===== config.mk =====
export PLATFORM = sky130hd
export DESIGN_NAME = money_string_to_cents_flat
export DESIGN_NICKNAME = d
export VERILOG_FILES = /design/src/sv/mstc_pkg.sv /design/src/sv/mstc_if.sv /design/src/sv/mstc_step.sv /design/src/sv/mstc_compose.sv /design/src/sv/money_string_to_cents.sv /design/src/flat_wrapper.sv
export SDC_FILE = /design/constraint.sdc
export NUM_CORES = 1
export LEC_CHECK = 0
export BUFFER_PORTS_ARGS = -buffer_cell sky130_fd_sc_hd__buf_2
export CELL_PAD_IN_SITES_DETAIL_PLACEMENT = 1
export CELL_PAD_IN_SITES_GLOBAL_PLACEMENT = 1
export CORE_ASPECT_RATIO = 0.5
export CORE_MARGIN = 5
export CORE_UTILIZATION = 40
export CTS_CLUSTER_DIAMETER = 150
export CTS_CLUSTER_SIZE = 28
export DETAILED_ROUTE_END_ITERATION = 10
export HOLD_SLACK_MARGIN = 0.08
export MAX_ROUTING_LAYER = met4
export PLACE_DENSITY_LB_ADDON = 0.15
export SYNTH_ARGS = -nofsm -noshare
export SYNTH_HDL_FRONTEND = slang
export SYNTH_SLANG_ARGS = --single-unit

===== constraint.sdc =====
create_clock -name clk -period 13.5 [get_ports clk]
set_input_delay 2.025 -clock clk [delete_from_list [all_inputs] [get_ports clk]]
set_output_delay 2.025 -clock clk [all_outputs]
set_load 0.01 [all_outputs]

===== src/sv/mstc_pkg.sv =====
// Shared types and constants for the money string to cents parser.
package mstc_pkg;

  localparam int WHOLE_W = 31;
  localparam int FRAC_W  = 8;
  localparam int CHAR_W  = 8;
  localparam int NIB_W   = 4;
  localparam int STAT_W  = 3;

  localparam logic [CHAR_W-1:0]  CHAR_POINT = 8'h2E;
  localparam logic [CHAR_W-1:0]  CHAR_ZERO  = 8'h30;
  localparam logic [CHAR_W-1:0]  NIB_MASK   = 8'h0F;
  localparam logic [1:0]         FRAC_SAT   = 2'd3;
  localparam logic [1:0]         CHARS_SAT  = 2'd2;
  localparam logic [WHOLE_W-1:0] MAX31      = 31'h7FFF_FFFF;

  typedef enum logic [STAT_W-1:0] {
    ST_OK           = 3'd0,
    ST_LEADING_ZERO = 3'd1,
    ST_FRACTION_LONG = 3'd2,
    ST_SECOND_POINT = 3'd3,
    ST_OVERFLOW     = 3'd4
  } status_t;

  // Parser state; also the snapshot handed to the result stage.
  typedef struct packed {
    logic [WHOLE_W-1:0] whole_accum;
    logic               point_seen;
    logic [1:0]         fraction_count;
    logic [FRAC_W-1:0]  fraction_value;
    logic [1:0]         chars_seen;
    logic               first_is_zero;
    logic               leading_zero_error;
    logic               second_point_error;
    logic               overflow_flag;
  } parse_state_t;

endpackage


===== src/sv/mstc_if.sv =====
// Valid/ready channel interfaces for characters in and results out.
interface mstc_in_if;
  logic                        valid;
  logic                        ready;
  logic [mstc_pkg::CHAR_W-1:0] char_code;
  logic                        is_last;

  modport source(output valid, output char_code, output is_last, input ready);
  modport sink(input valid, input char_code, input is_last, output ready);
endinterface

interface mstc_out_if;
  logic                         valid;
  logic                         ready;
  logic [mstc_pkg::WHOLE_W-1:0] cents;
  logic [mstc_pkg::STAT_W-1:0]  status;

  modport source(output valid, output cents, output status, input ready);
  modport sink(input valid, input cents, input status, output ready);
endinterface


===== src/sv/mstc_step.sv =====
// Per-character parser state update and end-of-amount snapshot register.
module mstc_step (
  input  logic                        clk,
  input  logic                        rst,
  input  logic                        accept,
  input  logic                        load_en,
  input  logic [mstc_pkg::CHAR_W-1:0] char_code,
  input  logic                        is_last,
  output logic                        snap_valid,
  output mstc_pkg::parse_state_t      snap
);

  localparam int WIDE_W = mstc_pkg::WHOLE_W + mstc_pkg::NIB_W;

  mstc_pkg::parse_state_t st;
  mstc_pkg::parse_state_t st_next;

  logic [mstc_pkg::NIB_W-1:0] nib;
  logic                       is_point;
  logic [WIDE_W-1:0]          whole_wide;

  assign nib      = mstc_pkg::NIB_W'(char_code & mstc_pkg::NIB_MASK);
  assign is_point = (char_code == mstc_pkg::CHAR_POINT);
  assign whole_wide = WIDE_W'(st.whole_accum) * WIDE_W'(10) + WIDE_W'(nib);

  always_comb begin
    st_next = st;
    case (st.chars_seen)
      2'd0: begin
        st_next.first_is_zero = (char_code == mstc_pkg::CHAR_ZERO);
      end
      2'd1: begin
        if (st.first_is_zero && !is_point) begin
          st_next.leading_zero_error = 1'b1;
        end
      end
      default: begin
      end
    endcase
    if (st.chars_seen != mstc_pkg::CHARS_SAT) begin
      st_next.chars_seen = st.chars_seen + 2'd1;
    end

    if (st.point_seen) begin
      if (is_point) begin
        st_next.second_point_error = 1'b1;
      end
      case (st.fraction_count)
        2'd0: st_next.fraction_value = mstc_pkg::FRAC_W'(nib) * mstc_pkg::FRAC_W'(10);
        2'd1: st_next.fraction_value = st.fraction_value + mstc_pkg::FRAC_W'(nib);
        default: begin
        end
      endcase
      if (st.fraction_count != mstc_pkg::FRAC_SAT) begin
        st_next.fraction_count = st.fraction_count + 2'd1;
      end
    end else if (is_point) begin
      st_next.point_seen = 1'b1;
    end else if (whole_wide[WIDE_W-1:mstc_pkg::WHOLE_W] != '0) begin
      // clamp instead of wrapping
      st_next.overflow_flag = 1'b1;
      st_next.whole_accum   = mstc_pkg::MAX31;
    end else begin
      st_next.whole_accum = whole_wide[mstc_pkg::WHOLE_W-1:0];
    end
  end

  always_ff @(posedge clk) begin
    if (rst) begin
      st <= '0;
    end else if (accept) begin
      st <= is_last ? '0 : st_next;
    end
  end

  always_ff @(posedge clk) begin
    if (rst) begin
      snap_valid <= 1'b0;
    end else if (load_en) begin
      snap_valid <= accept && is_last;
    end
  end

  always_ff @(posedge clk) begin
    if (load_en && accept && is_last) begin
      snap <= st_next;
    end
  end

`ifndef NO_ASSERTIONS
  a_clear_after_last: assert property (@(posedge clk) disable iff (rst)
    accept && is_last |=> st.chars_seen == 2'd0 && !st.point_seen && !st.overflow_flag)
    else $error("parser state not cleared after last character");

  a_clamp_held: assert property (@(posedge clk) disable iff (rst)
    st.overflow_flag |-> st.whole_accum == mstc_pkg::MAX31)
    else $error("overflowed accumulator not clamped");

  a_fraction_after_point: assert property (@(posedge clk) disable iff (rst)
    st.fraction_count != 2'd0 |-> st.point_seen)
    else $error("fraction characters counted without a point");
`endif

endmodule


===== src/sv/mstc_compose.sv =====
// Result stage: scales the snapshot to cents, picks the status, holds the result.
module mstc_compose (
  input  logic                         clk,
  input  logic                         rst,
  input  logic                         advance,
  input  logic                         snap_valid,
  input  mstc_pkg::parse_state_t       snap,
  output logic                         res_valid,
  output logic [mstc_pkg::WHOLE_W-1:0] cents,
  output logic [mstc_pkg::STAT_W-1:0]  status
);

  localparam int TOT_W = mstc_pkg::WHOLE_W + 7;

  logic [TOT_W-1:0]            total;
  mstc_pkg::status_t           stat_next;
  logic [mstc_pkg::WHOLE_W-1:0] cents_next;

  assign total = TOT_W'(snap.whole_accum) * TOT_W'(100) + TOT_W'(snap.fraction_value);

  always_comb begin
    cents_next = '0;
    if (snap.leading_zero_error) begin
      stat_next = mstc_pkg::ST_LEADING_ZERO;
    end else if (snap.fraction_count == mstc_pkg::FRAC_SAT) begin
      stat_next = mstc_pkg::ST_FRACTION_LONG;
    end else if (snap.second_point_error) begin
      stat_next = mstc_pkg::ST_SECOND_POINT;
    end else if (snap.overflow_flag || total[TOT_W-1:mstc_pkg::WHOLE_W] != '0) begin
      stat_next = mstc_pkg::ST_OVERFLOW;
    end else begin
      stat_next  = mstc_pkg::ST_OK;
      cents_next = total[mstc_pkg::WHOLE_W-1:0];
    end
  end

  always_ff @(posedge clk) begin
    if (rst) begin
      res_valid <= 1'b0;
    end else if (advance) begin
      res_valid <= snap_valid;
    end
  end

  always_ff @(posedge clk) begin
    if (advance && snap_valid) begin
      cents  <= cents_next;
      status <= stat_next;
    end
  end

endmodule


===== src/sv/money_string_to_cents.sv =====
// Money amount parser: one ASCII character per transfer in, cents and status out.
// Throughput: one character per cycle, with no gaps while ready stays high.
// Result path after the transfer of the last character: the snapshot register,
// then the x100 scaling into the result register.
// A pending snapshot lets input continue while a result waits; ready drops only
// when both the snapshot and the result register are full and the sink stalls.
// Reset: synchronous, clears parser state and both valid flags.
module money_string_to_cents (
  input  logic       clk,
  input  logic       rst,
  mstc_in_if.sink    in_ch,
  mstc_out_if.source out_ch
);

  logic                   advance;
  logic                   load_en;
  logic                   accept;
  logic                   snap_valid;
  mstc_pkg::parse_state_t snap;

  assign advance     = !out_ch.valid || out_ch.ready;
  assign load_en     = advance || !snap_valid;
  assign in_ch.ready = load_en;
  assign accept      = in_ch.valid && in_ch.ready;

  mstc_step u_step (
    .clk        (clk),
    .rst        (rst),
    .accept     (accept),
    .load_en    (load_en),
    .char_code  (in_ch.char_code),
    .is_last    (in_ch.is_last),
    .snap_valid (snap_valid),
    .snap       (snap)
  );

  mstc_compose u_compose (
    .clk        (clk),
    .rst        (rst),
    .advance    (advance),
    .snap_valid (snap_valid),
    .snap       (snap),
    .res_valid  (out_ch.valid),
    .cents      (out_ch.cents),
    .status     (out_ch.status)
  );

`ifndef NO_ASSERTIONS
  a_cents_zero_on_error: assert property (@(posedge clk) disable iff (rst)
    out_ch.valid && out_ch.status != mstc_pkg::ST_OK |-> out_ch.cents == '0)
    else $error("nonzero cents with error status");

  a_snap_kept: assert property (@(posedge clk) disable iff (rst)
    snap_valid && !advance |=> snap_valid)
    else $error("pending snapshot dropped");

  a_stall_cause: assert property (@(posedge clk) disable iff (rst)
    !in_ch.ready |-> snap_valid && out_ch.valid && !out_ch.ready)
    else $error("input stalled without a full pipeline");
`endif

endmodule


===== src/flat_wrapper.sv =====
// flat-port wrapper written by rule: the top's interface ports become plain ports
module money_string_to_cents_flat 
  (clk, rst, in_ch_valid, in_ch_char_code, in_ch_is_last, in_ch_ready, out_ch_valid, out_ch_cents, out_ch_status, out_ch_ready);
  mstc_in_if in_ch_i ();
  mstc_out_if out_ch_i ();
  input  logic clk;
  input  logic rst;
  input wire logic [$bits(in_ch_i.valid)-1:0] in_ch_valid;
  input wire logic [$bits(in_ch_i.char_code)-1:0] in_ch_char_code;
  input wire logic [$bits(in_ch_i.is_last)-1:0] in_ch_is_last;
  output wire logic [$bits(in_ch_i.ready)-1:0] in_ch_ready;
  output wire logic [$bits(out_ch_i.valid)-1:0] out_ch_valid;
  output wire logic [$bits(out_ch_i.cents)-1:0] out_ch_cents;
  output wire logic [$bits(out_ch_i.status)-1:0] out_ch_status;
  input wire logic [$bits(out_ch_i.ready)-1:0] out_ch_ready;
  assign in_ch_i.valid = in_ch_valid;
  assign in_ch_i.char_code = in_ch_char_code;
  assign in_ch_i.is_last = in_ch_is_last;
  assign in_ch_ready = in_ch_i.ready;
  assign out_ch_valid = out_ch_i.valid;
  assign out_ch_cents = out_ch_i.cents;
  assign out_ch_status = out_ch_i.status;
  assign out_ch_i.ready = out_ch_ready;
  money_string_to_cents u_core (.clk(clk), .rst(rst), .in_ch(in_ch_i), .out_ch(out_ch_i));
endmodule

==> results of run 1 <==
-- where the power goes --
| group | internal (µW) | leakage (µW) | switching (µW) |
|---|---|---|---|
| registers | 450 | 0.00114 | 30.9 |
| logic | 652 | 0.00473 | 1180 |
| clock network | 256 | 0.000281 | 178 |
| total | 1360 | 0.00616 | 1390 |
-- worst register-to-register path: cells and delay by family, from the launching register on --
| kind | cells | cell delay, ns |
|---|---|---|
| simple gates | 4 | 1.24 |
| compound gates | 6 | 2.33 |
| fa+ha+maj | 4 | 1.58 |
| xor+xnor | 1 | 0.16 |
| buf+inv | 2 | 0.10 |
| flops | 1 | 0.42 |
-- cells by family (layout without fill, tap and decap cells) --
family / count (synthesis) / in the layout / share of synthesized area [%]
xor gates and xnor gates: 91 / 91 / 6.076
buffers and inverters: 199 / 218 / 6.228
DFF: 128 / 128 / 25.49
AOI/OAI and AO/OA: 373 / 373 / 18.57
muxes: 14 / 14 / 1.126
and+or+nand+nor: 532 / 532 / 20.99
adders and majority gates: 207 / 207 / 21.52
-- how the worst max path moves through the flow --
stage,to,depth (start not counted),startpoint
final,u_core.u_compose.cents[14]$_SDFFCE_PP0P_,17,u_core.u_step.snap[31]$_DFFE_PP_
after global routing,u_core.u_compose.cents[14]$_SDFFCE_PP0P_,17,u_core.u_step.snap[23]$_DFFE_PP_
after floorplan,u_core.u_compose.cents[15]$_SDFFCE_PP0P_,18,u_core.u_step.snap[24]$_DFFE_PP_
after CTS,u_core.u_compose.cents[14]$_SDFFCE_PP0P_,17,u_core.u_step.snap[23]$_DFFE_PP_
after global placement,u_core.u_compose.cents[30]$_SDFFCE_PP0P_,17,u_core.u_step.snap[23]$_DFFE_PP_
after detailed placement,u_core.u_compose.cents[27]$_SDFFCE_PP0P_,17,u_core.u_step.snap[23]$_DFFE_PP_
-- state kept, by name, indices dropped and copies added (netlist names) --
signal                      cells
u_core.u_step.snap_valid        1
u_core.u_step.st               48
u_core.u_compose.res_valid      1
u_core.u_step.snap             44
u_core.u_compose.cents         31
u_core.u_compose.status         3
-- through the flow --
stage,setup slack (ns),hold slack (ns)
after floorplan,8.501,0.4386
after global placement,7.566,0.4495
after detailed placement,7.365,0.4714
after CTS,7.336,0.4900
after global routing,6.924,0.5203
final,7.368,0.4837
-- cell usage in the layout (no fill, tap or decap), drive strengths merged, types with 20 or more instances in the layout --
cell and n:
fa 31, a211oi 26, nand2 135, xor2 38
a21o 32, a21oi 123, ha 176, inv 138
edfxtp 78, o21ai 78, nor4 39, xnor2 53
nor3 34, nor2 161, nand3 33, clkbuf 20
buf 53, dfxtp 50
-- per-layer routing --
layer	wire length (µm)	share of wire [%]	global-route usage, %	up-vias
met5	0	0	-	-
met4	182	0.49	2.760	0
met3	1111	3.0	2.890	13
met2	15710	42	29.51	139
met1	20050	54	30.67	5469
li1	-	-	-	5571
-- layout make-up --
class / instances / area (µm²) / share of cell area, %
sequential: 128 / 3343 / 23.55
multi-input combinational: 1217 / 8982 / 63.26
tap: 432 / 540.5 / 3.807
clock inverter: 12 / 76.32 / 0.5375
timing repair buffer: 53 / 277.8 / 1.956
clock buffer: 20 / 479.2 / 3.375
inverter: 133 / 499.2 / 3.516
==> flow_summary.yaml, run 1 <==
outcome:
  status: "finished, final reports clean"
sta:
  clock_skew_ns: 0.02062
  relSlewSlack_pct: 15.33
  drv_slew: 0
  setup_tns_ns: 0
  finalHoldViolations: 0
  fin_crit_ns: 6.132
  fin_crit_sh_pct: 45.42
  fmax_ghz: 0.1631
  finalSetupViolCount: 0
  rsz0062_at_grt: "false"
  max_slew.worst_pin.slew_ns: 1.270
route:
  wl_per_cell_um: 18.58
  drt_iter0_markers: 692
  drc: 0
  finalWirelength_mm: 37.06
  ant_nets: 0
  firstDrtPassIters: 5
  vias: 11190
  via_per_inst: 5.610
synthesis:
  synth.largest_area_cell: "edfxtp_1"
  yosysTopAreaCellShare_pct: 17.86
  synth_edf_count: 78
  synthCells: 1544
  ys_ff_latch: 128
  ys_warn_count: 0
  ys_types: 88
  yosys-top-cells-area: "edfxtp_1 18%, ha_1 17%, dfxtp_1 7.6%"
  synth_common_cells: "176 x ha_1, 161 x nor2_1, 134 x nand2_1"
  synth_area_um2: 13120
  syn_nets: 1764
  async_flop_share_pct: 0
  synth-seq-area-share_pct: 25.49
  synthFlopType: "edfxtp_1"
  avgSynthCellArea_um2: 8.496
  yosysMostFrequentCell: "ha_1"
clock_tree:
  post_cts_buffers: 0
  ctsLongestPathBuffers: 2
  cts-root-buf: "clkbuf_16"
  clkTransAtPathRegs_ns: 0.06
  cts_tree: "yes"
  cts_resized: 0
  holdBufCountCts: 0
  cts_sinks: 128
  clock_latency_ns: 0.44
  htreeDepth: 4
  numCtsBuffers: 17
worst_setup_path:
  cp_data_required_time_ns: 13.63
  r2r_start: "u_core.u_step.snap[31]$_DFFE_PP_"
  r2r_cells: 17
  cp.arrival_ns: 6.26
  cp_cell_sequence: "ha_1 -> ha_1 -> inv_1 -> fa_1 -> inv_1 -> ha_1 -> a21oi_1 -> o21ai_0 -> o2111ai_1 -> or2_2 -> o21ai_1 -> nor4bb_1 -> o41ai_2 -> xor2_1 -> and3_1 -> o22ai_4 -> nor4_2"
  path_delay_family: "compound AO/OA/AOI/OAI gates"
  cp_slowest_cell: "o22ai_4"
  ff2ff_setup_slack_ns: 7.37
  r2r_end: "u_core.u_compose.cents[14]$_SDFFCE_PP0P_"
  worst-path-max-fanout: 32
  crit_buf_inv: 2
  cp_slowest_stage_delay_ns: 0.81
  crit_type: "reg -> reg"
  path_common_cell: "ha_1"
  endpoint_kind: "register"
  cp-start-kind: "register"
die:
  pin_count: 49
  die_x_um: 266.1
  die_h_um: 138.1
  core-area_um2: 32000
  initial_utilization_pct: 40.99
  core.rowCount: 46
  die_area_um2: 36740
power_and_ir_drop:
  power_uw: 2745
  power.leakage_uw: 0.006157
  peakVddDrop_uv: 95.69
  pwr_density_cell_nw_per_um2: 193.3
grt:
  grt_pass1_wl_mm: 60.49
  grt_antenna_before_repair: 0
  grt_max_degree: 64
  grt_remaining_overflow: 0
  first_global_vias: 11330
  grt.total_usage_pct: 20.30
worst_hold_path:
  hold_path.class: "reg -> reg"
  min_path_cells: 2
  worstHoldStart: "u_core.u_step.st[0]$_SDFFE_PP0P_"
  hold_end: "u_core.u_step.st[0]$_SDFFE_PP0P_"
run:
  drv_cap: 0
place:
  post-dp-hpwl_mm: 30.04
  portBuffers: 48
  placed_area_um2: 13640
  placedCellCount: 1963
  gp_congestion: 0.8639
layout:
  area_growth_syn_to_layout_pct: 8.241
  antennaDiodeCount: 0
  finalNetCount: 1770
  fin_util_pct: 44.37
  design_area_um2: 14200
  fillCellCount: 3807
  fin_cells: 1995
  drive_gt1_share_pct: 8.765
No activity file was read; power rests on OpenSTA's default activity.
==> inputs of run 2 (changes only) <==
- clock period: 13.5 -> 5.7 ns (I/O delays scaled with it)
==> run 2 against run 1 <==
Compared with the run above:
- via count up 2.1%
- non-clock buffer count grew 17
- critical path type unchanged
- fmax is 11% higher
- routed wire length increased by 1.6%
- largest power group unchanged
- total power grew to 2.5 times the previous value
- count of clock-buffer cells in the layout decreased by 3
- critical endpoint is now u_core.u_compose.cents[7]$_SDFFCE_PP0P_
- combinational power increased to 2.5 times the previous value
- first-iteration DRC count decreased by 3.6%
- clock power grew to 2.6 times the previous value
- die area stayed put
- critical path depth unchanged
==> flow_summary.yaml, run 2 (synthesized netlist as in run 1, its figures left out) <==
layout:
  antennaDiodeCount: 0
  area_growth_syn_to_layout_pct: 10.32
  design_area_um2: 14470
  regMostFlops: "u_core.u_step.st"
  fillCellCount: 3783
  largest_reg_flops: 48
  layout_common_cells: "175 x ha_1, 159 x nor2_1, 134 x nand2_1"
  final_common_cell: "ha_1"
  finalNetCount: 1789
  biggestRegsByFlops: "u_core.u_step.st: 48 flops, u_core.u_step.snap: 44 flops, u_core.u_compose.cents: 31 flops"
  drive_gt1_share_pct: 10.49
place:
  placed_area_um2: 13770
  gp_congestion: 0.9071
  portBuffers: 48
  post-dp-hpwl_mm: 30.18
power_and_ir_drop:
  power.leakage_uw: 0.006275
  seqPwrFrac_pct: 16.5
  pwr_density_cell_nw_per_um2: 475.3
  netSwitchingPower_uw: 3482
  internal_power_uw: 3397
  pwr-share-clk_pct: 16.1
  peakVddDrop_uv: 213.2
  swShare_pct: 50.62
  power_frac_comb_pct: 67.4
route:
  via_per_inst: 5.673
  vias: 11430
  drc: 0
  wl_per_cell_um: 18.69
  finalWirelength_mm: 37.63
  firstDrtPassIters: 5
  drt_iter0_markers: 667
  ant_nets: 0
sta:
  fin_crit_sh_pct: 96.59
  relSlewSlack_pct: 14.64
  finalHoldViolations: 0
  finalSetupViolCount: 0
  max_slew.worst_pin.slew_ns: 1.280
  fin_crit_ns: 5.505
  fmax_ghz: 0.1816
  clock_skew_ns: 0.01240
  hold_ws_ns: 0.4823
  drv_slew: 0
worst_setup_path:
  ff2ff_setup_slack_ns: 0.19
  cp-start-kind: "register"
  worst-path-max-fanout: 16
  r2r_end: "u_core.u_compose.cents[7]$_SDFFCE_PP0P_"
  endpoint_kind: "register"
  crit_type: "reg -> reg"
  cp.arrival_ns: 5.64
  r2r_cells: 17
  cp_data_required_time_ns: 5.83
  r2r_start: "u_core.u_step.snap[24]$_DFFE_PP_"
worst_hold_path:
  worstHoldStart: "u_core.u_step.st[0]$_SDFFE_PP0P_"
  hold_path.class: "reg -> reg"
  min_path_cells: 2
  hold_end: "u_core.u_step.st[0]$_SDFFE_PP0P_"
clock_tree:
  cts_sinks: 128
  cts_tree: "yes"
  clkTransAtPathRegs_ns: 0.06
  clock_latency_ns: 0.44
  holdBufCountCts: 0
  cts-root-buf: "clkbuf_16"
  ctsLongestPathBuffers: 2
  htreeDepth: 4
  numCtsBuffers: 17
die:
  die_x_um: 266.1
  core-area_um2: 32000
  pin_count: 49
  die_h_um: 138.1
  initial_utilization_pct: 40.99
  die_area_um2: 36740
  core.rowCount: 46
grt:
  grt_pass1_wl_mm: 60.40
  grt.total_usage_pct: 20.42
  grt_remaining_overflow: 0
  grt_antenna_before_repair: 0
  grt_max_degree: 64
  first_global_vias: 11390
run:
  drv_cap: 0
outcome:
  status: "finished, final reports clean"
## run 2: cell count changes in the layout (fill, tap and decap cells not counted), sizes merged
cell / change
clkinvlp: +2
buf: +17
bufinv: +2
mux2: +2
inv: +3
clkinv: -4
clkbuf: -3
## run 2: what timing repair did
item / 4_1_cts / 5_1_grt
gates resized for setup: 0 / 16
buffers inserted: 0 / 2
endpoints found under the setup margin: 0 / 32
## run 2: area by class of cell
class | instances | area (µm²) | share of cell area, %
Clock buffer | 17 | 425.4 | 2.940
Clock inverter | 15 | 171.4 | 1.185
Inverter | 133 | 499.2 | 3.450
Multi-Input combinational cell | 1219 | 9074 | 62.70
Sequential cell | 128 | 3343 | 23.10
Tap cell | 432 | 540.5 | 3.735
Timing Repair Buffer | 70 | 417.9 | 2.888
## run 2: layer usage
layer	GRT usage [%]	routed length, µm	part of all wire (%)	vias to the layer above
li1	-	-	-	5593
met1	30.31	20000	53	5684
met2	29.79	16270	43	128
met3	3.209	1102	2.9	21
met4	3.491	261	0.69	0
met5	-	0	0	-
## run 2: metrics by stage
step	power (µW)	worst slack (ns)	util, %	TNS [ns]	std cells
after floorplan	4440	0.7012	-	0	1544
after global placement	5432	0.4023	43.02	0	1978
after detailed placement	5560	0.2078	43.02	0	1978
after CTS	6726	0.1417	44.89	0	2010
after global routing	7412	-0.1084	45.22	-2.136	2014
final	6879	0.1946	45.22	0	2014
## run 2: power by group through the flow
| stage | clock network [µW] | registers [µW] | logic [µW] |
|---|---|---|---|
| after floorplan | 0 | 1130 | 3310 |
| after global placement | 0 | 1150 | 4280 |
| after detailed placement | 0 | 1150 | 4410 |
| after CTS | 1130 | 1130 | 4460 |
| after global routing | 1170 | 1140 | 5100 |
| final | 1110 | 1130 | 4640 |
## run 2: critical path: stages, from the launching register on
cell and delay, ns:
edfxtp_1 0.43, ha_1 0.32, ha_1 0.28, inv_1 0.05
fa_1 0.52, inv_1 0.05, ha_1 0.38, and2_1 0.23
a221o_2 0.43, a211o_1 0.37, a21oi_1 0.16, xnor2_1 0.27
and3_1 0.23, nand4_1 0.24, o31a_1 0.33, o21ai_1 0.39
mux2_4 0.41, nor4_2 0.09
## run 2: worst max-delay path by stage
stage	startpoint	end	cells after the start
detailed placement	u_core.u_step.snap[23]$_DFFE_PP_	u_core.u_compose.cents[11]$_SDFFCE_PP0P_	17
CTS	u_core.u_step.snap[24]$_DFFE_PP_	u_core.u_compose.cents[11]$_SDFFCE_PP0P_	17
finish	u_core.u_step.snap[24]$_DFFE_PP_	u_core.u_compose.cents[7]$_SDFFCE_PP0P_	17
global route	u_core.u_step.snap[23]$_DFFE_PP_	u_core.u_compose.cents[12]$_SDFFCE_PP0P_	17
floorplan	u_core.u_step.snap[24]$_DFFE_PP_	u_core.u_compose.cents[15]$_SDFFCE_PP0P_	18
global placement	u_core.u_step.snap[24]$_DFFE_PP_	u_core.u_compose.cents[27]$_SDFFCE_PP0P_	18
